`src/sv/cbm_pkg.sv`:
```
// Shared types and constants for the cartridge bank mapper with real time clock.
package cbm_pkg;

  localparam int unsigned RAM_BANKS     = 4;
  localparam int unsigned ROM_ADDR_BITS = 22;
  localparam int unsigned ROM_W         = 22;
  localparam int unsigned BANK_OFS_W    = 13;
  localparam int unsigned BANK_SEL_W    = (RAM_BANKS > 1) ? $clog2(RAM_BANKS) : 1;
  localparam int unsigned RAM_AW        = BANK_OFS_W + BANK_SEL_W;
  localparam int unsigned RAM_DEPTH     = RAM_BANKS * (2 ** BANK_OFS_W);
  localparam int unsigned CFG_W         = 22;

  localparam logic [ROM_W-1:0] ROM_MASK  = ROM_W'((64'd1 << ROM_ADDR_BITS) - 64'd1);
  localparam logic [ROM_W-1:0] BANK1_BASE = ROM_W'(32'h4000);

  // Bus address regions, addr[15:13]
  localparam logic [2:0] REG_RAM_EN   = 3'd0;
  localparam logic [2:0] REG_ROM_BANK = 3'd1;
  localparam logic [2:0] REG_RAM_BANK = 3'd2;
  localparam logic [2:0] REG_LATCH    = 3'd3;
  localparam logic [2:0] WIN_EXT      = 3'd5;

  // Clock register selections
  localparam logic [3:0] CLK_SEL_FIRST = 4'd8;
  localparam logic [3:0] CLK_SEL_LAST  = 4'd12;
  localparam logic [2:0] CLK_SEC       = 3'd0;
  localparam logic [2:0] CLK_MIN       = 3'd1;
  localparam logic [2:0] CLK_HRS       = 3'd2;
  localparam logic [2:0] CLK_DAY_LO    = 3'd3;

  localparam logic [7:0] RD_IDLE = 8'hff;

  typedef enum logic [1:0] {
    ACT_READ  = 2'd0,
    ACT_WRITE = 2'd1,
    ACT_TICK  = 2'd2
  } cbm_action_e;

  typedef enum logic [1:0] {
    CFG_ROM_SIZE_MASK = 2'd0,
    CFG_RAM_ADDR_MASK = 2'd1,
    CFG_RAM_PRESENT   = 2'd2,
    CFG_RTC_PRESENT   = 2'd3
  } cbm_cfg_idx_e;

  // Response of the register block for one transaction
  typedef struct packed {
    logic [7:0]       rdata;
    logic [ROM_W-1:0] rom_addr;
    logic             rom_access;
    logic             ram_rd;
    logic             ram_wr;
    logic [RAM_AW-1:0] ram_addr;
  } cbm_rsp_t;

  function automatic logic [7:0] clock_mask(input logic [2:0] sel);
    logic [7:0] m;
    case (sel)
      CLK_SEC:    m = 8'h3f;
      CLK_MIN:    m = 8'h3f;
      CLK_HRS:    m = 8'h1f;
      CLK_DAY_LO: m = 8'hff;
      default:    m = 8'hc1;
    endcase
    return m;
  endfunction

endpackage

```
`src/sv/cbm_out_if.sv`:
```
// Output channel: read data and translated ROM address.
interface cbm_out_if;
  logic                     valid;
  logic                     ready;
  logic [7:0]               rdata;
  logic [cbm_pkg::ROM_W-1:0] rom_addr;
  logic                     rom_access;

  modport source (output valid, output rdata, output rom_addr, output rom_access, input ready);
  modport sink   (input valid, input rdata, input rom_addr, input rom_access, output ready);
endinterface

```
`src/sv/cbm_out_stage.sv`:
```
// Read-return stage and output register; merges RAM read data into the result.
module cbm_out_stage (
  input  logic                      clk_i,
  input  logic                      rst_ni,
  input  logic                      acc_i,
  input  cbm_pkg::cbm_rsp_t         rsp_i,
  input  logic [7:0]                ram_rdata_i,
  output logic                      in_ready_o,
  cbm_out_if.source                 out_if
);

  logic                      s1_valid_q, s1_valid_d;
  logic                      s1_fresh_q;
  logic                      s1_ram_q;
  logic [7:0]                s1_rdata_q;
  logic [cbm_pkg::ROM_W-1:0] s1_rom_addr_q;
  logic                      s1_rom_acc_q;
  logic [7:0]                s1_rdata;

  logic                      o_valid_q, o_valid_d;
  logic [7:0]                o_rdata_q;
  logic [cbm_pkg::ROM_W-1:0] o_rom_addr_q;
  logic                      o_rom_acc_q;
  logic                      s1_move;

  // RAM read data is taken from the RAM port only in the cycle after the read
  assign s1_rdata   = (s1_ram_q && s1_fresh_q) ? ram_rdata_i : s1_rdata_q;
  assign s1_move    = s1_valid_q && (!o_valid_q || out_if.ready);
  assign in_ready_o = !s1_valid_q || !o_valid_q || out_if.ready;
  assign s1_valid_d = acc_i || (s1_valid_q && !s1_move);
  assign o_valid_d  = s1_move || (o_valid_q && !out_if.ready);

  always_ff @(posedge clk_i or negedge rst_ni) begin
    if (!rst_ni) begin
      s1_valid_q <= 1'b0;
      s1_fresh_q <= 1'b0;
      o_valid_q  <= 1'b0;
    end else begin
      s1_valid_q <= s1_valid_d;
      s1_fresh_q <= acc_i;
      o_valid_q  <= o_valid_d;
    end
  end

  always_ff @(posedge clk_i) begin
    if (acc_i) begin
      s1_ram_q      <= rsp_i.ram_rd;
      s1_rdata_q    <= rsp_i.rdata;
      s1_rom_addr_q <= rsp_i.rom_addr;
      s1_rom_acc_q  <= rsp_i.rom_access;
    end else if (s1_valid_q) begin
      s1_rdata_q <= s1_rdata;
      s1_ram_q   <= 1'b0;
    end
    if (s1_move) begin
      o_rdata_q    <= s1_rdata;
      o_rom_addr_q <= s1_rom_addr_q;
      o_rom_acc_q  <= s1_rom_acc_q;
    end
  end

  assign out_if.valid      = o_valid_q;
  assign out_if.rdata      = o_rdata_q;
  assign out_if.rom_addr   = o_rom_addr_q;
  assign out_if.rom_access = o_rom_acc_q;

endmodule

```
`src/flat_wrapper.sv`:
```
// flat-port wrapper written by rule: the top's interface ports become plain ports
module cbm_out_stage_flat 
  (clk_i, rst_ni, acc_i, rsp_i, ram_rdata_i, in_ready_o, out_if_valid, out_if_rdata, out_if_rom_addr, out_if_rom_access, out_if_ready);
  cbm_out_if out_if_i ();
  input  logic clk_i;
  input  logic rst_ni;
  input  logic acc_i;
  input  cbm_pkg::cbm_rsp_t rsp_i;
  input  logic [7:0] ram_rdata_i;
  output logic in_ready_o;
  output wire logic [$bits(out_if_i.valid)-1:0] out_if_valid;
  output wire logic [$bits(out_if_i.rdata)-1:0] out_if_rdata;
  output wire logic [$bits(out_if_i.rom_addr)-1:0] out_if_rom_addr;
  output wire logic [$bits(out_if_i.rom_access)-1:0] out_if_rom_access;
  input wire logic [$bits(out_if_i.ready)-1:0] out_if_ready;
  assign out_if_valid = out_if_i.valid;
  assign out_if_rdata = out_if_i.rdata;
  assign out_if_rom_addr = out_if_i.rom_addr;
  assign out_if_rom_access = out_if_i.rom_access;
  assign out_if_i.ready = out_if_ready;
  cbm_out_stage u_core (.clk_i(clk_i), .rst_ni(rst_ni), .acc_i(acc_i), .rsp_i(rsp_i), .ram_rdata_i(ram_rdata_i), .in_ready_o(in_ready_o), .out_if(out_if_i));
endmodule
```
`config.mk`:
```
export PLATFORM = sky130hd
export DESIGN_NAME = cbm_out_stage_flat
export DESIGN_NICKNAME = d
export VERILOG_FILES = /design/src/sv/cbm_pkg.sv /design/src/sv/cbm_out_if.sv /design/src/sv/cbm_out_stage.sv /design/src/flat_wrapper.sv
export SDC_FILE = /design/constraint.sdc
export NUM_CORES = 1
export LEC_CHECK = 0
export BUFFER_PORTS_ARGS = -buffer_cell sky130_fd_sc_hd__buf_4
export CORE_MARGIN = 2
export CORE_UTILIZATION = 51
export DETAILED_ROUTE_END_ITERATION = 10
export PLACE_DENSITY = 0.82
export SLEW_MARGIN = 20
export SYNTH_ARGS = -nofsm -noshare
export SYNTH_HDL_FRONTEND = slang
export SYNTH_SLANG_ARGS = --single-unit
```
`constraint.sdc`:
```
create_clock -name clk_i -period 4.21 [get_ports clk_i]
set_clock_uncertainty 0.05 [all_clocks]
set_input_delay 0.421 -clock clk_i [delete_from_list [all_inputs] [get_ports clk_i]]
set_output_delay 0.421 -clock clk_i [all_outputs]
set_load 0.02 [all_outputs]
```
Yosys cells after proc, flatten, opt, wreduce, memory -nomap -nowiden --
Index checks and enable logic that the tools add are counted.
Word-level totals: bits in registers 66, bits of input ports 60, logic and storage cells 29
Cells by class: mux-type cells 5, reductions and logical operators 14
Operators by type and width (number):
- 2-to-1 mux 8 bit | 3
- logical OR 1 bit | 5
- logical AND 1 bit | 4
- logical NOT 1 bit | 4
- 2-to-1 mux 1 bit | 2
- nonzero test 2 bit | 1

Longest topological paths before layout --
word-level depth 6, gate-level depth with buffers 3

Worst setup path after synthesis --
Ideal clock, no wire load.
path type reg2reg, from register u_core.o_valid_q (netlist: u_core.out_if.valid), to register u_core.o_rdata_q[0] (netlist: u_core.out_if.rdata[0]) (enable), arrival time 1.341 ns, required time 3.769 ns, slack 2.428 ns, stages on the path, launching flop included 3, path buffers 0, period minus slack after synthesis 1.782 ns, cells stage by stage dfrtp_1 > nand2b_1 > and2_1
On the way: word-level cells in the longest chain between the ends 3
Ends and longest elaborated chain:
- start: declaration | RTL line cbm_out_stage.sv:20 | logic o_valid_q, o_valid_d;
- start signal: assignment | RTL line cbm_out_stage.sv:41 | o_valid_q <= o_valid_d;
- logical NOT 1 bit | RTL line cbm_out_stage.sv:28 | assign s1_move = s1_valid_q && (!o_valid_q || out_if.ready);
- logical OR 1 bit | RTL line cbm_out_stage.sv:28
- logical AND 1 bit | RTL line cbm_out_stage.sv:28
- via u_core.s1_move | RTL line cbm_out_stage.sv:24 | logic s1_move;
- end signal: assignment | RTL line cbm_out_stage.sv:56 | o_rdata_q <= s1_rdata;
- end: declaration | RTL line cbm_out_stage.sv:21 | logic [7:0] o_rdata_q;
The timed path passes the listed nets, and every way through them passes these cells. A chain may end at the register's enable or synchronous reset.

Worst setup path after layout --
from register u_core.o_valid_q (netlist: u_core.out_if.valid), to register u_core.o_rom_addr_q (netlist bit u_core.out_if.rom_addr[13]) (enable)
On the way: word-level cells in the longest chain between the ends 3
Ends and longest elaborated chain:
- logical NOT 1 bit | RTL line cbm_out_stage.sv:28
- logical OR 1 bit | RTL line cbm_out_stage.sv:28
- logical AND 1 bit | RTL line cbm_out_stage.sv:28
- via u_core.s1_move | RTL line cbm_out_stage.sv:24
- end signal: assignment | RTL line cbm_out_stage.sv:57 | o_rom_addr_q <= s1_rom_addr_q;
- end: declaration | RTL line cbm_out_stage.sv:22 | logic [cbm_pkg::ROM_W-1:0] o_rom_addr_q;
The timed path passes the listed nets, and every way through them passes these cells.

==> impl_metrics.py <==
metrics = {
    "run_status": {
        "outcome": "finished clean",
    },
    "routing": {
        "vias_per_cell": 5.21,
        "drc": 0,
        "drtAntennaViolNets": 0,
        "num_vias": 1318,
        "wire_per_inst_um": 16.4,
        "drt_iter0_drc": 112,
        "wl_mm": 4.16,
        "drt_pass1_iterations": 4,
    },
    "synth": {
        "syn_nets": 170,
        "synth_top_area_share_pct": 79.7,
        "yosys_warnings": 0,
        "synth_area_mm2": 0.00237,
        "synth_cells": 110,
        "seq_area_frac_synth_pct": 82.9,
        "synth_top_area_cell": "edfxtp_1",
        "synth_seq_cells": 66,
        "yosysUniqueCellTypes": 16,
        "netlist_top_cells_area": "edfxtp_1 (80%), a221o_1 (3.4%), and4b_1 (3.4%)",
        "avgSynthCellArea_um2": 21.6,
    },
    "worst_setup_path": {
        "startpoint_type": "register",
        "crit_buf_inv": 1,
        "required_ps": 4170,
        "reg2reg_slack_ps": 2490,
        "slowest_stage": "and2_1",
        "startpoint": "u_core.out_if.valid",
        "cp.arrival_ps": 1680,
        "path_delay_family": "simple AND/OR/NAND/NOR gates",
        "cp_cell_sequence": "nand2b_1 > and2_1 > buf_4",
        "max_stage_delay_ps": 460,
        "critPathKind": "register to register",
        "ff2ff_path_depth": 3,
        "r2r-start": "u_core.out_if.valid",
        "end_kind": "register",
        "reg2reg_to": "u_core.out_if.rom_addr[13]",
        "cp_max_fo": 20,
    },
    "clocking": {
        "cts_tree": "built",
        "clockBufferDepth": 2,
        "cts_sinks": 66,
        "clkTransAtPathRegs_ps": 60,
        "cts_max_level": 3,
        "cts_buffers": 9,
        "clkLatencyLatePin_ps": 330,
        "cts_setup_buffers": 0,
        "cts-root-buf": "clkbuf_8",
    },
    "timing": {
        "finalHoldViolCount": 0,
        "setup_violations": 0,
        "worst_slack_ps": 2490,
        "tns_ps": 0,
        "worstMarginPinSlew_ps": 519,
        "rsz0062_at_grt": "no",
        "maxSlewHeadroom_pct": 65.4,
        "max_freq_ghz": 0.581,
        "hold_ws_ps": 215,
        "min_period_ps": 1720,
        "report.final.slew_viol_count": 0,
        "finalCritPeriodShare_pct": 40.9,
    },
    "finish": {
        "multi_input_area_um2": 378,
        "drive_gt1_share_pct": 49.8,
        "regArea_mm2": 0.00197,
        "fin_nets": 256,
        "antenna_cells": 0,
        "final_common_cell": "buf_4",
        "areaGrowthSynthToFinish_pct": 35.1,
        "fin_area_mm2": 0.00321,
        "final_cell_mix": "buf_4 (77), edfxtp_1 (63), clkbuf_8 (9)",
        "final_core_util_pct": 72.6,
        "stdcell_count": 253,
        "num-fill-cells": 284,
    },
    "die": {
        "initial_core_util_pct": 53.7,
        "pin_count": 93,
        "dieArea_mm2": 0.00521,
        "core_mm2": 0.00441,
        "rows": 24,
        "die_width_um": 72.2,
        "die_h_um": 72.2,
    },
    "worst_hold_path": {
        "hold_end": "u_core.s1_rom_addr_q[5]",
        "holdCritPathClass": "input pin to register",
        "min_path_cells": 1,
        "hp-start": "rsp_i[23]",
    },
    "global_route": {
        "grt_start_max_net_pins": 52,
        "grt_overflow": 0,
        "grt_first_pass_wirelength_mm": 6.19,
        "grtUsageTotal_pct": 16.7,
        "grt_pass1_vias": 1310,
        "grt_antenna_before_repair": 0,
    },
    "pwr": {
        "p_leak_nw": 1.32,
        "finalPower_mw": 1.53,
        "vdd_drop_max_v": 0.000240,
        "powerDensity_mw_per_mm2": 477,
    },
    "placed_design": {
        "dp_hpwl_mm": 2.79,
        "dp.cells": 236,
        "gp_congestion": 0.748,
        "io_buffers": 76,
        "pre_cts_slack_ps": 2320,
        "placed_area_mm2": 0.00299,
    },
    "run": {
        "drv_cap": 0,
    },
}
## area by class of cell
| cell class | count | share of cell area [%] |
|---|---|---|
| Sequential cell | 66 | 61.4 |
| Timing Repair Buffer | 78 | 18.3 |
| Multi-Input combinational cell | 41 | 11.8 |
| Clock buffer | 9 | 3.86 |
| Clock inverter | 7 | 2.62 |
| Tap cell | 52 | 2.03 |
## power by group
| part | switching [mW] | internal [mW] |
|---|---|---|
| Clock | 0.223 | 0.326 |
| Combinational | 0.0849 | 0.0850 |
| Sequential | 0.0203 | 0.792 |
| Total | 0.328 | 1.20 |
## registers in the layout (all words and copies together), names as in the netlist
register,cells
u_core.s1_ram_q,1
u_core.s1_rom_addr_q,22
u_core.s1_rom_acc_q,1
u_core.out_if.valid,1
u_core.out_if.rdata,8
u_core.s1_rdata_q,8
u_core.out_if.rom_access,1
u_core.out_if.rom_addr,22
u_core.s1_valid_q,1
u_core.s1_fresh_q,1
## cell families after synthesis
family / synth area share (%)
buf+inv: 1.16
mux: 4.11
flops: 82.9
simple gates: 8.12
compound gates: 3.69
## Yosys cell counts
library cell and number:
buf_2 1, nor2b_1 1, and2_1 2, or2_2 1
a221o_1 8, buf_6 2, nand2b_1 2, nand2_1 1
nand2_4 1, mux2_4 2, and2b_1 8, and4b_1 8
a21o_1 1, edfxtp_1 63, mux2_2 6, dfrtp_1 3
## metal layers
metal | share of wire, % | track usage [%]
met5 | 0 | 0
met4 | 2.2 | 8.81
met3 | 8.6 | 7.64
met2 | 49 | 25.1
met1 | 41 | 20.5
## worst max path at each step
stage                                             to  slack [ps]  cells after the start
after detailed placement   u_core.out_if.rom_addr[4]        2320                      4
final                     u_core.out_if.rom_addr[13]        2490                      3
after global routing      u_core.out_if.rom_addr[13]        2370                      3
after floorplan               u_core.out_if.rdata[0]        2430                      2
after CTS                 u_core.out_if.rom_addr[16]        2440                      3
after global placement     u_core.out_if.rom_addr[4]        2410                      4
## timing repair
action | in CTS | in global routing
endpoints found under the hold margin | 3 | 0
hold buffers | 1 | 0
resized for setup | 0 | 0
(Power assumes the default switching activity.)
