==> src/sv/cbm_pkg.sv <==
// Shared types and constants for the cartridge bank mapper with real time clock.
package cbm_pkg;

  localparam int unsigned RAM_BANKS     = 4;
  localparam int unsigned ROM_ADDR_BITS = 22;
  localparam int unsigned ROM_W         = 22;
  localparam int unsigned BANK_OFS_W    = 13;
  localparam int unsigned BANK_SEL_W    = (RAM_BANKS > 1) ? $clog2(RAM_BANKS) : 1;
  localparam int unsigned RAM_AW        = BANK_OFS_W + BANK_SEL_W;
  localparam int unsigned RAM_DEPTH     = RAM_BANKS * (2 ** BANK_OFS_W);
  localparam int unsigned CFG_W         = 22;

  localparam logic [ROM_W-1:0] ROM_MASK  = ROM_W'((64'd1 << ROM_ADDR_BITS) - 64'd1);
  localparam logic [ROM_W-1:0] BANK1_BASE = ROM_W'(32'h4000);

  // Bus address regions, addr[15:13]
  localparam logic [2:0] REG_RAM_EN   = 3'd0;
  localparam logic [2:0] REG_ROM_BANK = 3'd1;
  localparam logic [2:0] REG_RAM_BANK = 3'd2;
  localparam logic [2:0] REG_LATCH    = 3'd3;
  localparam logic [2:0] WIN_EXT      = 3'd5;

  // Clock register selections
  localparam logic [3:0] CLK_SEL_FIRST = 4'd8;
  localparam logic [3:0] CLK_SEL_LAST  = 4'd12;
  localparam logic [2:0] CLK_SEC       = 3'd0;
  localparam logic [2:0] CLK_MIN       = 3'd1;
  localparam logic [2:0] CLK_HRS       = 3'd2;
  localparam logic [2:0] CLK_DAY_LO    = 3'd3;

  localparam logic [7:0] RD_IDLE = 8'hff;

  typedef enum logic [1:0] {
    ACT_READ  = 2'd0,
    ACT_WRITE = 2'd1,
    ACT_TICK  = 2'd2
  } cbm_action_e;

  typedef enum logic [1:0] {
    CFG_ROM_SIZE_MASK = 2'd0,
    CFG_RAM_ADDR_MASK = 2'd1,
    CFG_RAM_PRESENT   = 2'd2,
    CFG_RTC_PRESENT   = 2'd3
  } cbm_cfg_idx_e;

  // Response of the register block for one transaction
  typedef struct packed {
    logic [7:0]       rdata;
    logic [ROM_W-1:0] rom_addr;
    logic             rom_access;
    logic             ram_rd;
    logic             ram_wr;
    logic [RAM_AW-1:0] ram_addr;
  } cbm_rsp_t;

  function automatic logic [7:0] clock_mask(input logic [2:0] sel);
    logic [7:0] m;
    case (sel)
      CLK_SEC:    m = 8'h3f;
      CLK_MIN:    m = 8'h3f;
      CLK_HRS:    m = 8'h1f;
      CLK_DAY_LO: m = 8'hff;
      default:    m = 8'hc1;
    endcase
    return m;
  endfunction

endpackage

==> src/sv/cbm_regs.sv <==
// Control registers, real time clock and access decode.
module cbm_regs (
  input  logic                      clk_i,
  input  logic                      rst_ni,
  input  logic                      cfg_we_i,
  input  logic [1:0]                cfg_idx_i,
  input  logic [cbm_pkg::CFG_W-1:0] cfg_wdata_i,
  input  logic                      acc_i,
  input  logic [1:0]                action_i,
  input  logic [15:0]               addr_i,
  input  logic [7:0]                wdata_i,
  output cbm_pkg::cbm_rsp_t         rsp_o
);

  logic [cbm_pkg::ROM_W-1:0] rom_mask_q;
  logic [12:0]               ram_mask_q;
  logic                      ram_present_q, rtc_present_q;

  logic                      ram_en_q, ram_en_d;
  logic [cbm_pkg::ROM_W-1:0] rom_base_q, rom_base_d;
  logic [3:0]                ram_bank_q, ram_bank_d;
  logic                      latch_q, latch_d;
  logic [5:0]                sec_q, sec_d, min_q, min_d;
  logic [4:0]                hrs_q, hrs_d;
  logic [7:0]                day_lo_q, day_lo_d, day_hi_q, day_hi_d;
  logic [7:0]                lat_q [5];
  logic [7:0]                lat_d [5];
  logic [7:0]                live [5];

  logic [2:0]                region;
  logic                      bank_is_ram, bank_is_clk;
  logic [2:0]                clk_sel;
  logic [cbm_pkg::ROM_W-1:0] rom_sum, new_base;
  logic [5:0]                sec_inc, min_inc;
  logic [4:0]                hrs_inc;
  logic [7:0]                hi_inc;
  logic                      is_rd, is_wr, is_tick;

  assign region      = addr_i[15:13];
  assign bank_is_ram = (ram_bank_q < 4'(cbm_pkg::RAM_BANKS));
  assign bank_is_clk = rtc_present_q && (ram_bank_q >= cbm_pkg::CLK_SEL_FIRST)
                       && (ram_bank_q <= cbm_pkg::CLK_SEL_LAST);
  assign clk_sel     = 3'(ram_bank_q - cbm_pkg::CLK_SEL_FIRST);
  assign is_rd       = (action_i == cbm_pkg::ACT_READ);
  assign is_wr       = (action_i == cbm_pkg::ACT_WRITE);
  assign is_tick     = (action_i == cbm_pkg::ACT_TICK);

  assign live[0] = {2'b00, sec_q};
  assign live[1] = {2'b00, min_q};
  assign live[2] = {3'b000, hrs_q};
  assign live[3] = day_lo_q;
  assign live[4] = day_hi_q;

  assign rom_sum  = rom_base_q + {8'd0, addr_i[13:0]};
  assign new_base = ((wdata_i == 8'd0) ? cbm_pkg::BANK1_BASE : {wdata_i, 14'd0})
                    & rom_mask_q & cbm_pkg::ROM_MASK;
  assign sec_inc  = sec_q + 6'd1;
  assign min_inc  = min_q + 6'd1;
  assign hrs_inc  = hrs_q + 5'd1;
  assign hi_inc   = day_hi_q + 8'd1;

  // Response decode
  always_comb begin
    rsp_o = '0;
    rsp_o.rdata    = cbm_pkg::RD_IDLE;
    rsp_o.ram_addr = {ram_bank_q[cbm_pkg::BANK_SEL_W-1:0], addr_i[12:0] & ram_mask_q};
    if (is_rd) begin
      if (!addr_i[15]) begin
        rsp_o.rom_access = 1'b1;
        rsp_o.rom_addr   = (addr_i[14] ? rom_sum : {8'd0, addr_i[13:0]})
                           & rom_mask_q & cbm_pkg::ROM_MASK;
      end else if (region == cbm_pkg::WIN_EXT && ram_en_q) begin
        if (bank_is_ram) begin
          rsp_o.ram_rd = 1'b1;
        end else if (bank_is_clk) begin
          rsp_o.rdata = (latch_q ? lat_q[clk_sel] : live[clk_sel])
                        & cbm_pkg::clock_mask(clk_sel);
        end
      end
    end
    rsp_o.ram_wr = is_wr && region == cbm_pkg::WIN_EXT && ram_en_q && bank_is_ram;
    if (!acc_i) begin
      rsp_o.ram_rd = 1'b0;
      rsp_o.ram_wr = 1'b0;
    end
  end

  // State update
  always_comb begin
    ram_en_d   = ram_en_q;
    rom_base_d = rom_base_q;
    ram_bank_d = ram_bank_q;
    latch_d    = latch_q;
    sec_d      = sec_q;
    min_d      = min_q;
    hrs_d      = hrs_q;
    day_lo_d   = day_lo_q;
    day_hi_d   = day_hi_q;
    lat_d      = lat_q;
    if (acc_i && is_wr) begin
      case (region)
        cbm_pkg::REG_RAM_EN: begin
          if (ram_present_q) ram_en_d = (wdata_i[3:0] == 4'ha);
        end
        cbm_pkg::REG_ROM_BANK: rom_base_d = new_base;
        cbm_pkg::REG_RAM_BANK: ram_bank_d = wdata_i[3:0];
        cbm_pkg::REG_LATCH: begin
          if (rtc_present_q) begin
            if (!latch_q && wdata_i[0]) lat_d = live;
            latch_d = wdata_i[0];
          end
        end
        cbm_pkg::WIN_EXT: begin
          if (ram_en_q && !bank_is_ram && bank_is_clk) begin
            case (clk_sel)
              cbm_pkg::CLK_SEC:    sec_d    = wdata_i[5:0];
              cbm_pkg::CLK_MIN:    min_d    = wdata_i[5:0];
              cbm_pkg::CLK_HRS:    hrs_d    = wdata_i[4:0];
              cbm_pkg::CLK_DAY_LO: day_lo_d = wdata_i;
              default:             day_hi_d = wdata_i;
            endcase
          end
        end
        default: ;
      endcase
    end else if (acc_i && is_tick && rtc_present_q && !day_hi_q[6]) begin
      sec_d = sec_inc;
      if (sec_inc == 6'd60) begin
        sec_d = '0;
        min_d = min_inc;
        if (min_inc == 6'd60) begin
          min_d = '0;
          hrs_d = hrs_inc;
          if (hrs_inc == 5'd24) begin
            hrs_d    = '0;
            day_lo_d = day_lo_q + 8'd1;
            if (day_lo_q == 8'hff) begin
              // carry out of bit 8 sets the overflow flag
              day_hi_d = hi_inc[1] ? ((hi_inc & 8'hfd) | 8'h80) : hi_inc;
            end
          end
        end
      end
    end
  end

  always_ff @(posedge clk_i or negedge rst_ni) begin
    if (!rst_ni) begin
      rom_mask_q    <= cbm_pkg::ROM_MASK;
      ram_mask_q    <= 13'h1fff;
      ram_present_q <= 1'b1;
      rtc_present_q <= 1'b1;
      ram_en_q      <= 1'b0;
      rom_base_q    <= cbm_pkg::BANK1_BASE;
      ram_bank_q    <= '0;
      latch_q       <= 1'b0;
      sec_q         <= '0;
      min_q         <= '0;
      hrs_q         <= '0;
      day_lo_q      <= '0;
      day_hi_q      <= '0;
      for (int i = 0; i < 5; i++) lat_q[i] <= '0;
    end else begin
      if (cfg_we_i) begin
        case (cfg_idx_i)
          cbm_pkg::CFG_ROM_SIZE_MASK: rom_mask_q    <= cfg_wdata_i[cbm_pkg::ROM_W-1:0];
          cbm_pkg::CFG_RAM_ADDR_MASK: ram_mask_q    <= cfg_wdata_i[12:0];
          cbm_pkg::CFG_RAM_PRESENT:   ram_present_q <= cfg_wdata_i[0];
          default:                    rtc_present_q <= cfg_wdata_i[0];
        endcase
      end
      ram_en_q   <= ram_en_d;
      rom_base_q <= rom_base_d;
      ram_bank_q <= ram_bank_d;
      latch_q    <= latch_d;
      sec_q      <= sec_d;
      min_q      <= min_d;
      hrs_q      <= hrs_d;
      day_lo_q   <= day_lo_d;
      day_hi_q   <= day_hi_d;
      lat_q      <= lat_d;
    end
  end

endmodule

==> config.mk <==
export PLATFORM = sky130hd
export DESIGN_NAME = cbm_regs
export DESIGN_NICKNAME = d
export VERILOG_FILES = /design/src/sv/cbm_pkg.sv /design/src/sv/cbm_regs.sv
export SDC_FILE = /design/constraint.sdc
export NUM_CORES = 1
export LEC_CHECK = 0
export BUFFER_PORTS_ARGS = -buffer_cell sky130_fd_sc_hd__buf_2
export CAP_MARGIN = 20
export CORE_AREA = 5 5 123 125
export CTS_CLUSTER_SIZE = 30
export DETAILED_ROUTE_END_ITERATION = 16
export DIE_AREA = 0 0 128 130
export HOLD_SLACK_MARGIN = 0.12
export PLACE_DENSITY = 0.77
export SETUP_SLACK_MARGIN = 0.5
export SLEW_MARGIN = 10
export SYNTH_ARGS = -nofsm -noshare
export SYNTH_HDL_FRONTEND = slang
export SYNTH_SLANG_ARGS = --single-unit
==> constraint.sdc <==
create_clock -name clk_i -period 2.4 [get_ports clk_i]
set_input_delay 0.36 -clock clk_i [delete_from_list [all_inputs] [get_ports clk_i]]
set_output_delay 0.36 -clock clk_i [all_outputs]
set_load 0.05 [all_outputs]
# [Yosys cells after proc, flatten, opt, wreduce, memory -nomap -nowiden]
# Index checks and enable logic that the tools add are counted.
[op_classes] addsub=7 magnitude_cmp=4 n_eq_ne=23 muxes=64 bitwise_logic=6 reduce_logical=43
[op_table] op="8-bit two-way mux" count=32
[op_table] op="6-bit two-way mux" count=13
[op_table] op="8-bit binary-select mux with 3-bit select" count=2
[op_table] op="22-bit bitwise AND" count=2
[op_table] op="22-bit two-way mux" count=2
[op_table] op="5-bit two-way mux" count=8
[op_table] op="32-bit two-way mux" count=1
[op_table] op="8-bit case mux with 3 select lines" count=1
[op_table] op="23-bit two-way mux" count=1
[op_table] op="22-bit by 14-bit adder with 22-bit output" count=1
[op_table] op="8-bit by 1-bit adder with 8-bit output, second input constant" count=2
[op_table] op="13-bit bitwise AND" count=1
[op_table] op="1-bit logical AND" count=13
[op_table] op="6-bit by 1-bit adder with 6-bit output, second input constant" count=2
[op_table] op="3-bit by 2-bit == test with 1-bit output, second input constant" count=4
[op_table] op="6-bit == test, second input constant" count=2
[op_table] op="2-bit AND reduction" count=6
[op_table] op="2-bit by 1-bit inequality test with 1-bit output, second input constant" count=5
[op_table] op="2-bit nonzero test" count=5
[op_table] op="8-bit bitwise AND" count=1
[op_table] op="8-bit == test, second input constant" count=1
[op_table] op="4-bit greater-or-equal comparator, second input constant" count=2
[op_table] op="8-bit logical NOT" count=1
[op_table] op="4-bit AND reduction" count=2
[op_table] op="26 further kinds" count=37
[word_totals] reg_bits=131 inputBits=54 word_cells=165

# [Depth between registers and ports, before layout]
# Gate-level depths: netlist (run 1).
[depth] word_depth=16 depth_mapped=9

# [Least setup slack after synthesis (run 1)]
# OpenSTA, ideal clock, no wires.
[synth_timing] path_kind="reg2out" startpoint="reg ram_bank_q[0]" endpoint="out rsp_o[45] (netlist name)" arrival_ps=2745 slack_ps=-705 path_stages_with_launch=7 path_buffers=1 cell_sequence="dfrtp_1 > buf_6 > nor2_1 > nand2_1 > nand2_1 > a21oi_1 > o41ai_1"
[synth_rtl] item="from (decl)" line_no="cbm_regs.sv:21" rtl="logic [3:0] ram_bank_q, ram_bank_d;"
[synth_rtl] item="from (signal assigned)" line_no="cbm_regs.sv:174" rtl="ram_bank_q <= ram_bank_d;"
[synth_rtl] item="to (decl)" line_no="cbm_regs.sv:12" rtl="output cbm_pkg::cbm_rsp_t rsp_o"

==> results of run 1 <==
path summary, 6_finish.rpt:
check / slack [ns] / startpoint / cells after the start / end
max: -0.25 / ram_bank_q[0] / 6 / rsp_o[40]
min: 0.23 / cfg_wdata_i[21] / 2 / rom_mask_q[21]
max reg2reg: 0.11 / sec_q[0] / 11 / day_hi_q[4]
min reg2reg: 0.49 / rom_base_q[14] / 2 / rom_base_q[14]
max in group asynchronous: 1.07 / rst_ni / 3 / rom_mask_q[16]
min in group asynchronous: 0.59 / rst_ni / 2 / rom_base_q[18]
report_power, final:
part / total (mW) / switching [mW] / internal (mW) / leakage, nW
registers: 2.35 / 0.168 / 2.18 / 1.39
clock network: 1.54 / 0.746 / 0.795 / 0.151
logic: 1.36 / 0.745 / 0.616 / 2.15
total: 5.25 / 1.66 / 3.60 / 3.70
sequential cells by signal, summed over array words and instances (netlist names):
signal and flops:
ram_en_q 1, rom_base_q 8, sec_q 6, rtc_present_q 1, day_hi_q 8, ram_present_q 1
ram_mask_q 13, lat_q 28, rom_mask_q 22, ram_bank_q 4, hrs_q 5, min_q 6
day_lo_q 8, latch_q 1
logic make-up after synthesis:
logic type                 after synthesis  synth area share
muxes                                   94             0.189
buffers and inverters                   42            0.0335
DFF                                    112             0.463
and+or+nand+nor                        180             0.164
adders and majority gates                5            0.0102
AOI/OAI and AO/OA                      132             0.141
metal layers:
metal	vias up	GRT usage
met2	322	0.378
li1	2435	-
met4	0	0.108
met5	-	0
met1	2732	0.272
met3	87	0.0712
worst reg2reg max path, cell delays in order, from the launching register on:
cell and delay, ns:
dfrtp_1 0.42, buf_6 0.13, buf_6 0.11, ha_4 0.16
and4b_2 0.23, and4_4 0.20, buf_6 0.11, buf_6 0.12
a21oi_4 0.22, buf_6 0.20, a21o_1 0.20, o22a_2 0.16
layout make-up:
cell class	instances	area, sq um
well taps	180	225
flip-flops and latches	112	2850
clock inverters	5	53.8
repair buffers	174	1310
multi-input cells	414	3700
clock buffers	11	254
inverters	7	26.3
fillers	1076	5350
stage by stage:
step / worst slack (ns) / setup TNS [ns] / std cells / cell area (sq um) / hold slack, ns
after floorplan: 0.196 / 0 / 565 / 6310 / 0.0644
after global placement: 0.0664 / 0 / 850 / 7170 / 0.435
after detailed placement: 0.00138 / 0 / 850 / 7170 / 0.447
after CTS: -0.274 / -0.278 / 881 / 8000 / 0.223
after global routing: -0.351 / -1.65 / 903 / 8420 / 0.222
final: -0.252 / -0.819 / 903 / 8420 / 0.226
cells in the mapped netlist (6+ instances only):
library cell,n
a21oi_1,19
mux2i_1,8
clkbuf_1,13
and2_1,16
nor2b_1,6
a2bb2oi_1,6
a31oi_1,11
buf_2,11
o21ai_0,43
mux4_2,10
nor3_1,13
nand2_1,50
dfstp_2,38
and3_1,26
inv_1,7
dfrtp_1,74
nor2_1,22
mux2_2,75
nand3_1,15
repair_timing:
item                                    CTS  global route
pin swaps                                10            13
endpoints found under the setup margin   59            86
cloned                                    3             1
hold buffers                              1             0
setup buffers                            11            21
endpoints found under the hold margin    22             0
resized for setup                       111            63
==> flow_metrics.tcl, run 1 <==
set metrics [dict create \
    initial_utilization 0.447 \
    peakVddDrop_uv 553 \
    dieWidth_microns 128 \
    yosysWarnings 0 \
    cts_tree "done" \
    rows 43 \
    globalRouteOverflowTotal 0 \
    hp-class "in -> reg" \
    portBuffers 101 \
    maxCapViolCount 0 \
    clk_latency_ns 0.36 \
    die_area_sq_um 16600 \
    p_leak_nw 3.70 \
    worstPathCellList "buf_6 > mux4_2 > a211oi_2 > a31oi_1 > or4_4 > buf_8" \
    cp_data_arrival_time_ns 2.29 \
    violations "setup timing" \
    synth_top_area_cell "dfrtp_1" \
    grt_first_pass_wirelength_mm 30.0 \
    drc 0 \
    routed.top_layer "met4" \
    grt_max_degree 53 \
    globalRouteTotalUtil 0.228 \
    syn_nets 624 \
    cts_root_buf "clkbuf_16" \
    wl_per_cell_microns 22.2 \
    total_power_mw 5.25 \
    cp_slowest_cell "mux4_2" \
    slew_viol_final 0 \
    dpl.hpwl_mm 12.8 \
    cts_buffer_depth 2 \
    ios 102 \
    status "complete, but fails checks" \
    syn-cell-area_sq_um 6160 \
    ys_seq_elements 112 \
    cts_buffers 9 \
    fin_skew_ns 0.0135 \
    period_needed_ns 2.65 \
    final_common_cell "mux2_2" \
    fin_ws_ns -0.252 \
    synth-edff-count 0 \
    crit_path_end_kind "primary output" \
    yosysTopAreaCellShare 0.301 \
    gp_congestion 0.930 \
    drt_iter0_markers 639 \
    totalWireLength_mm 20.1 \
    finalHoldViolCount 0 \
    via_per_inst 6.17 \
    period_share 1.11 \
    cts_sinks 112 \
    wl_met1_mm 7.40 \
    critPathTopFamily "multiplexers" \
    worstMarginPinSlew_ns 0.845 \
    ys_top_cells_by_area "dfrtp_1 30%, dfstp_2 16%, mux2_2 14%" \
    vias 5576 \
    ys.flop_type "dfrtp_1" \
    synth_cells 565 \
    first_global_vias 5702 \
    final_util 0.611 \
    avgSynthCellArea_sq_um 10.9 \
    synth-async-reset-ratio 1.00 \
    antennaDiodeCount 0 \
    dr_wl_met2_mm 9.69 \
    ys_seq_area_frac 0.463 \
    path_buf_inv 2 \
    crit_required_ns 2.04 \
    drt_pass1_iterations 6 \
    synth_cell_types 68 \
    most-common-layout-cells "72 x mux2_2, 71 x dfrtp_1, 71 x buf_4, 68 x buf_2, 49 x nand2_1" \
    areaGrowthSynthToFinish_pct 36.8 \
    met3_length_mm 1.92 \
    critPathKind "reg -> out" \
    fmax_ghz 0.377 \
    slew_headroom 0.435 \
    start_kind "register" \
    core-area_sq_um 13800 \
    setup_viol 8 \
    crit_path_max_incr_delay_ns 0.49 \
    clkTransAtPathRegs_ns 0.08 \
    layout-drive-gt1-share 0.577 \
    grt_antenna_before_repair 1 \
    ant_nets 0 \
    grt_setup_unrepaired "yes" \
    p_per_area_nw_per_um2 624 \
    layout.nets 777 \
    cp_max_fo 4 \
    h-tree-depth 3 \
    fp.dieH_microns 130 \
]
No activity file was read; power rests on OpenSTA's default activity.
==> run 2: changes to the inputs <==
- CELL_PAD_IN_SITES_DETAIL_PLACEMENT: not set -> 1
- CELL_PAD_IN_SITES_GLOBAL_PLACEMENT: not set -> 1
- PLACE_DENSITY: 0.77 -> 0.91
==> flow_metrics.tcl, run 2 (synthesized netlist as in run 1, its figures left out) <==
set metrics [dict create \
    status "complete, but fails checks" \
    violations "setup timing" \
    critPathKind "reg -> out" \
    preCtsSetupSlack_ns -0.0610 \
    globalRouteOverflowTotal 0 \
    fp.dieH_microns 130 \
    cts_root_buf "clkbuf_16" \
    sw_frac_of_total 0.381 \
    vias 7228 \
    drt_pass1_iterations 6 \
    clk_latency_ns 0.40 \
    drc 0 \
    portBuffers 101 \
    internal-power_mw 3.66 \
    wl_per_cell_microns 42.0 \
    cp_data_arrival_time_ns 2.50 \
    p_seq_frac 0.417 \
    gp_congestion 0.901 \
    hp-class "in -> reg" \
    ios 102 \
    crit_required_ns 2.04 \
    tns_ns -2.54 \
    crit_path_end_kind "primary output" \
    cts_buffer_depth 2 \
    final_cell_area_sq_um 9010 \
    fin_ws_ns -0.457 \
    p_sw_mw 2.25 \
    pwr-share-comb 0.293 \
    grt_setup_unrepaired "yes" \
    layout-drive-gt1-share 0.614 \
    finalHoldViolCount 0 \
    layout.nets 800 \
    most-common-layout-cells "71 x dfrtp_1, 71 x buf_2, 71 x buf_4, 47 x nand2_1, 46 x mux2_2" \
    totalWireLength_mm 39.0 \
    cp_slowest_cell "dfrtp_1" \
    die_area_sq_um 16600 \
    worstMarginPinSlew_ns 0.913 \
    period_share 1.19 \
    drt_iter0_markers 1118 \
    dieWidth_microns 128 \
    grt_max_degree 101 \
    cts_sinks 112 \
    final.fill_count 1382 \
    h-tree-depth 3 \
    start_kind "register" \
    placed_area_sq_um 7190 \
    first_global_vias 7009 \
    maxCapViolCount 0 \
    p_leak_nw 3.91 \
    dpl.hpwl_mm 15.7 \
    via_per_inst 7.79 \
    period_needed_ns 2.86 \
    fin_skew_ns 0.0335 \
    slew_headroom 0.385 \
    total_power_mw 5.91 \
    cp_max_fo 3 \
    globalRouteTotalUtil 0.374 \
    rows 43 \
    areaGrowthSynthToFinish_pct 46.4 \
    top_register "lat_q" \
    peakVddDrop_uv 587 \
    ant_nets 0 \
    largest_reg_flops 28 \
    slew_viol_final 0 \
    initial_utilization 0.447 \
    clkTransAtPathRegs_ns 0.09 \
    grt_antenna_before_repair 6 \
    setup_viol 14 \
    final_util 0.655 \
    p_per_area_nw_per_um2 656 \
    reg_top3 "lat_q (28), rom_mask_q (22), ram_mask_q (13)" \
    core-area_sq_um 13800 \
    fmax_ghz 0.350 \
    clkPwrFrac 0.289 \
    cts_tree "done" \
    grt_first_pass_wirelength_mm 46.0 \
    worstPathCellList "mux4_2 > nor2b_1 > a211oi_2 > a31oi_1 > or4_4 > buf_8" \
    cts_buffers 9 \
    crit_path_max_incr_delay_ns 0.54 \
]
## run 2: changes by cell type in the layout (fill, tap and decap cells not counted), sizes merged
cell / delta
a32oi: +1
buf: +24
clkinv: +2
diode: +2
inv: -2
nand4: -1
o22ai: -1
## run 2: final timing paths
check | from | end | slack (ns) | cells past startpoint
min reg2reg | lat_q[33] | lat_q[33] | 0.52 | 1
max in group asynchronous | rst_ni | ram_bank_q[2] | 0.99 | 3
max | sec_q[0] | rsp_o[40] | -0.46 | 6
max reg2reg | sec_q[0] | day_hi_q[7] | -0.10 | 7
min in group asynchronous | rst_ni | rom_base_q[20] | 0.48 | 2
min | cfg_wdata_i[16] | rom_mask_q[16] | 0.21 | 2
## run 2: final cells by class
cell class,instances,area [sq um],area share
clock buffer,11,264,0.0293
multi-input combinational,413,3940,0.437
inverter,7,26.3,0.00291
antenna,2,5.00,0.000555
clock inverter,5,37.5,0.00416
timing repair buffer,198,1660,0.184
sequential,112,2850,0.317
tap,180,225,0.0250
## run 2: timing repair
action,4_1_cts,5_1_grt
gates resized for setup,163,88
setup endpoints to repair,89,100
setup buffers,23,26
hold buffers,1,0
hold endpoints to repair,12,0
pin swaps,20,28
cloned,5,1
## run 2: routing by layer
metal	vias up	global-route usage	routed length, microns
li1	2480	-	-
met1	3420	0.404	12300
met2	894	0.616	16500
met3	426	0.124	5660
met4	8	0.273	4570
met5	-	0	36
## run 2: per-stage QoR
stage | cells | hold WS [ns]
final | 928 | 0.213
after CTS | 899 | 0.231
after global placement | 854 | 0.214
after global routing | 928 | 0.225
after detailed placement | 854 | 0.219
after floorplan | 565 | 0.0644
## run 2: worst max-delay path, delay by kind of cell (launching register included)
family                 cells  cell delay [ns]
AO/OA/AOI/OAI              2             0.25
flip-flops                 1             0.54
buffers and inverters      1             0.17
multiplexers               1             0.53
AND/OR/NAND/NOR            2             0.61
## run 2: power by group through the flow
| stage | clock [mW] | sequential, mW | combinational (mW) |
|---|---|---|---|
| floorplan | 0 | 2.32 | 0.744 |
| detailed placement | 0 | 2.38 | 1.15 |
| global placement | 0 | 2.35 | 1.07 |
| finish | 1.71 | 2.47 | 1.73 |
| CTS | 1.56 | 2.36 | 1.32 |
| global route | 1.78 | 2.47 | 1.76 |
==> run 3: changes to the inputs <==
- MAX_ROUTING_LAYER: not set -> met4
- SKIP_CTS_REPAIR_TIMING: not set -> 1
==> flow_metrics.tcl, run 3 (synthesized netlist as in run 1, its figures left out) <==
set metrics [dict create \
    status "complete, but fails checks" \
    violations "setup timing" \
    p_leak_nw 3.75 \
    portBuffers 101 \
    cts_buffers 9 \
    crit_path_max_incr_delay_ns 0.50 \
    grt_max_degree 101 \
    cts_tree "done" \
    ff2ff_path_depth 6 \
    clkTransAtPathRegs_ns 0.09 \
    globalRouteOverflowTotal 0 \
    crit_required_ns 2.04 \
    hp-class "in -> reg" \
    largest_reg_flops 28 \
    final_cell_area_sq_um 8580 \
    worstPathCellList "mux4_2 > nor2b_1 > a211oi_2 > a31oi_1 > or4_4 > buf_6" \
    first_global_vias 6196 \
    cp_slowest_cell "mux4_2" \
    grt_setup_unrepaired "yes" \
    grt_first_pass_wirelength_mm 34.1 \
    ant_nets 0 \
    hold-path-cell-count 2 \
    fin_skew_ns 0.0221 \
    fin_ws_ns -0.366 \
    h-tree-depth 3 \
    wl_per_cell_microns 35.4 \
    setup_viol 13 \
    gp_congestion 0.916 \
    drt_pass1_iterations 7 \
    dpl.hpwl_mm 15.7 \
    clk_latency_ns 0.39 \
    p_per_area_nw_per_um2 648 \
    crit_path_end_kind "primary output" \
    critPathTopFamily "simple AND/OR/NAND/NOR gates" \
    drc 0 \
    layout-drive-gt1-share 0.570 \
    dpl.cell_count 854 \
    areaGrowthSynthToFinish_pct 39.4 \
    fmax_ghz 0.362 \
    start_kind "register" \
    fp.dieH_microns 130 \
    core-area_sq_um 13800 \
    cts_buffer_depth 2 \
    via_per_inst 7.15 \
    vias 6562 \
    drt_iter0_markers 985 \
    cp_data_arrival_time_ns 2.41 \
    period_share 1.15 \
    dieWidth_microns 128 \
    maxCapViolCount 0 \
    worstMarginPinSlew_ns 0.769 \
    cts_root_buf "clkbuf_16" \
    die_area_sq_um 16600 \
    cp_max_fo 4 \
    antennaDiodeCount 0 \
    most-common-layout-cells "84 x buf_2, 70 x dfrtp_1, 63 x buf_4, 48 x nand2_1, 45 x mux2_2" \
    critPathKind "reg -> out" \
    layout.cells.non_filler 918 \
    whs_ns 0.218 \
    finalHoldViolCount 0 \
    final.fill_count 1432 \
    rows 43 \
    top_register "lat_q" \
    placed_area_sq_um 7190 \
    reg_top3 "lat_q (28), rom_mask_q (22), ram_mask_q (13)" \
    final_common_cell "buf_2" \
    slew_viol_final 0 \
    path_buf_inv 1 \
    peakVddDrop_uv 448 \
    multi_input_area_sq_um 3720 \
    cts_sinks 112 \
    worst-path-stages 6 \
    regArea_sq_um 2860 \
    slew_headroom 0.486 \
    layout.nets 792 \
    initial_utilization 0.447 \
    period_needed_ns 2.77 \
    grt_antenna_before_repair 0 \
    totalWireLength_mm 32.5 \
    ios 102 \
    globalRouteTotalUtil 0.271 \
]
## run 3: final timing paths
check                                     start             end  slack [ns]
worst min-delay path            cfg_wdata_i[17]  rom_mask_q[17]        0.22
max in group asynchronous                rst_ni       lat_q[18]        1.11
worst max-delay path              ram_bank_q[0]       rsp_o[40]       -0.37
worst max register to register         min_q[0]        min_q[0]       -0.26
min in group asynchronous                rst_ni  rom_base_q[16]        0.44
worst min register to register        lat_q[33]       lat_q[33]        0.52
## run 3: final cells by class
type	count	share of cell area
repair buffers	190	0.169
flip-flops and latches	112	0.333
multi-input cells	413	0.434
clock buffers	11	0.0308
clock inverters	5	0.00438
well taps	180	0.0263
inverters	7	0.00306
## run 3: layer usage
| metal | part of all wire | vias up | GRT usage |
|---|---|---|---|
| met2 | 0.47 | 637 | 0.464 |
| met4 | 0.086 | 0 | 0.124 |
| met5 | 0 | - | - |
| met1 | 0.34 | 3225 | 0.305 |
| met3 | 0.11 | 240 | 0.0581 |
| li1 | - | 2460 | - |
## run 3: per-stage QoR
| stage | utilization | setup TNS, ns | setup WS (ns) | total power, mW |
|---|---|---|---|---|
| 2_1_floorplan | - | 0 | 0.196 | 3.06 |
| 3_3_place_gp | 0.522 | 0 | 0.0329 | 3.42 |
| 3_5_place_dp | 0.522 | -0.257 | -0.0610 | 3.54 |
| 4_1_cts | 0.544 | -2.15 | -0.357 | 5.09 |
| 5_1_grt | 0.623 | -2.69 | -0.421 | 5.70 |
| 6_report | 0.623 | -2.21 | -0.366 | 5.56 |
## run 3: power breakdown
group / leakage, nW / switching, mW / internal, mW
Combinational: 2.21 / 0.898 / 0.600
Clock: 0.151 / 0.846 / 0.805
Sequential: 1.39 / 0.227 / 2.19
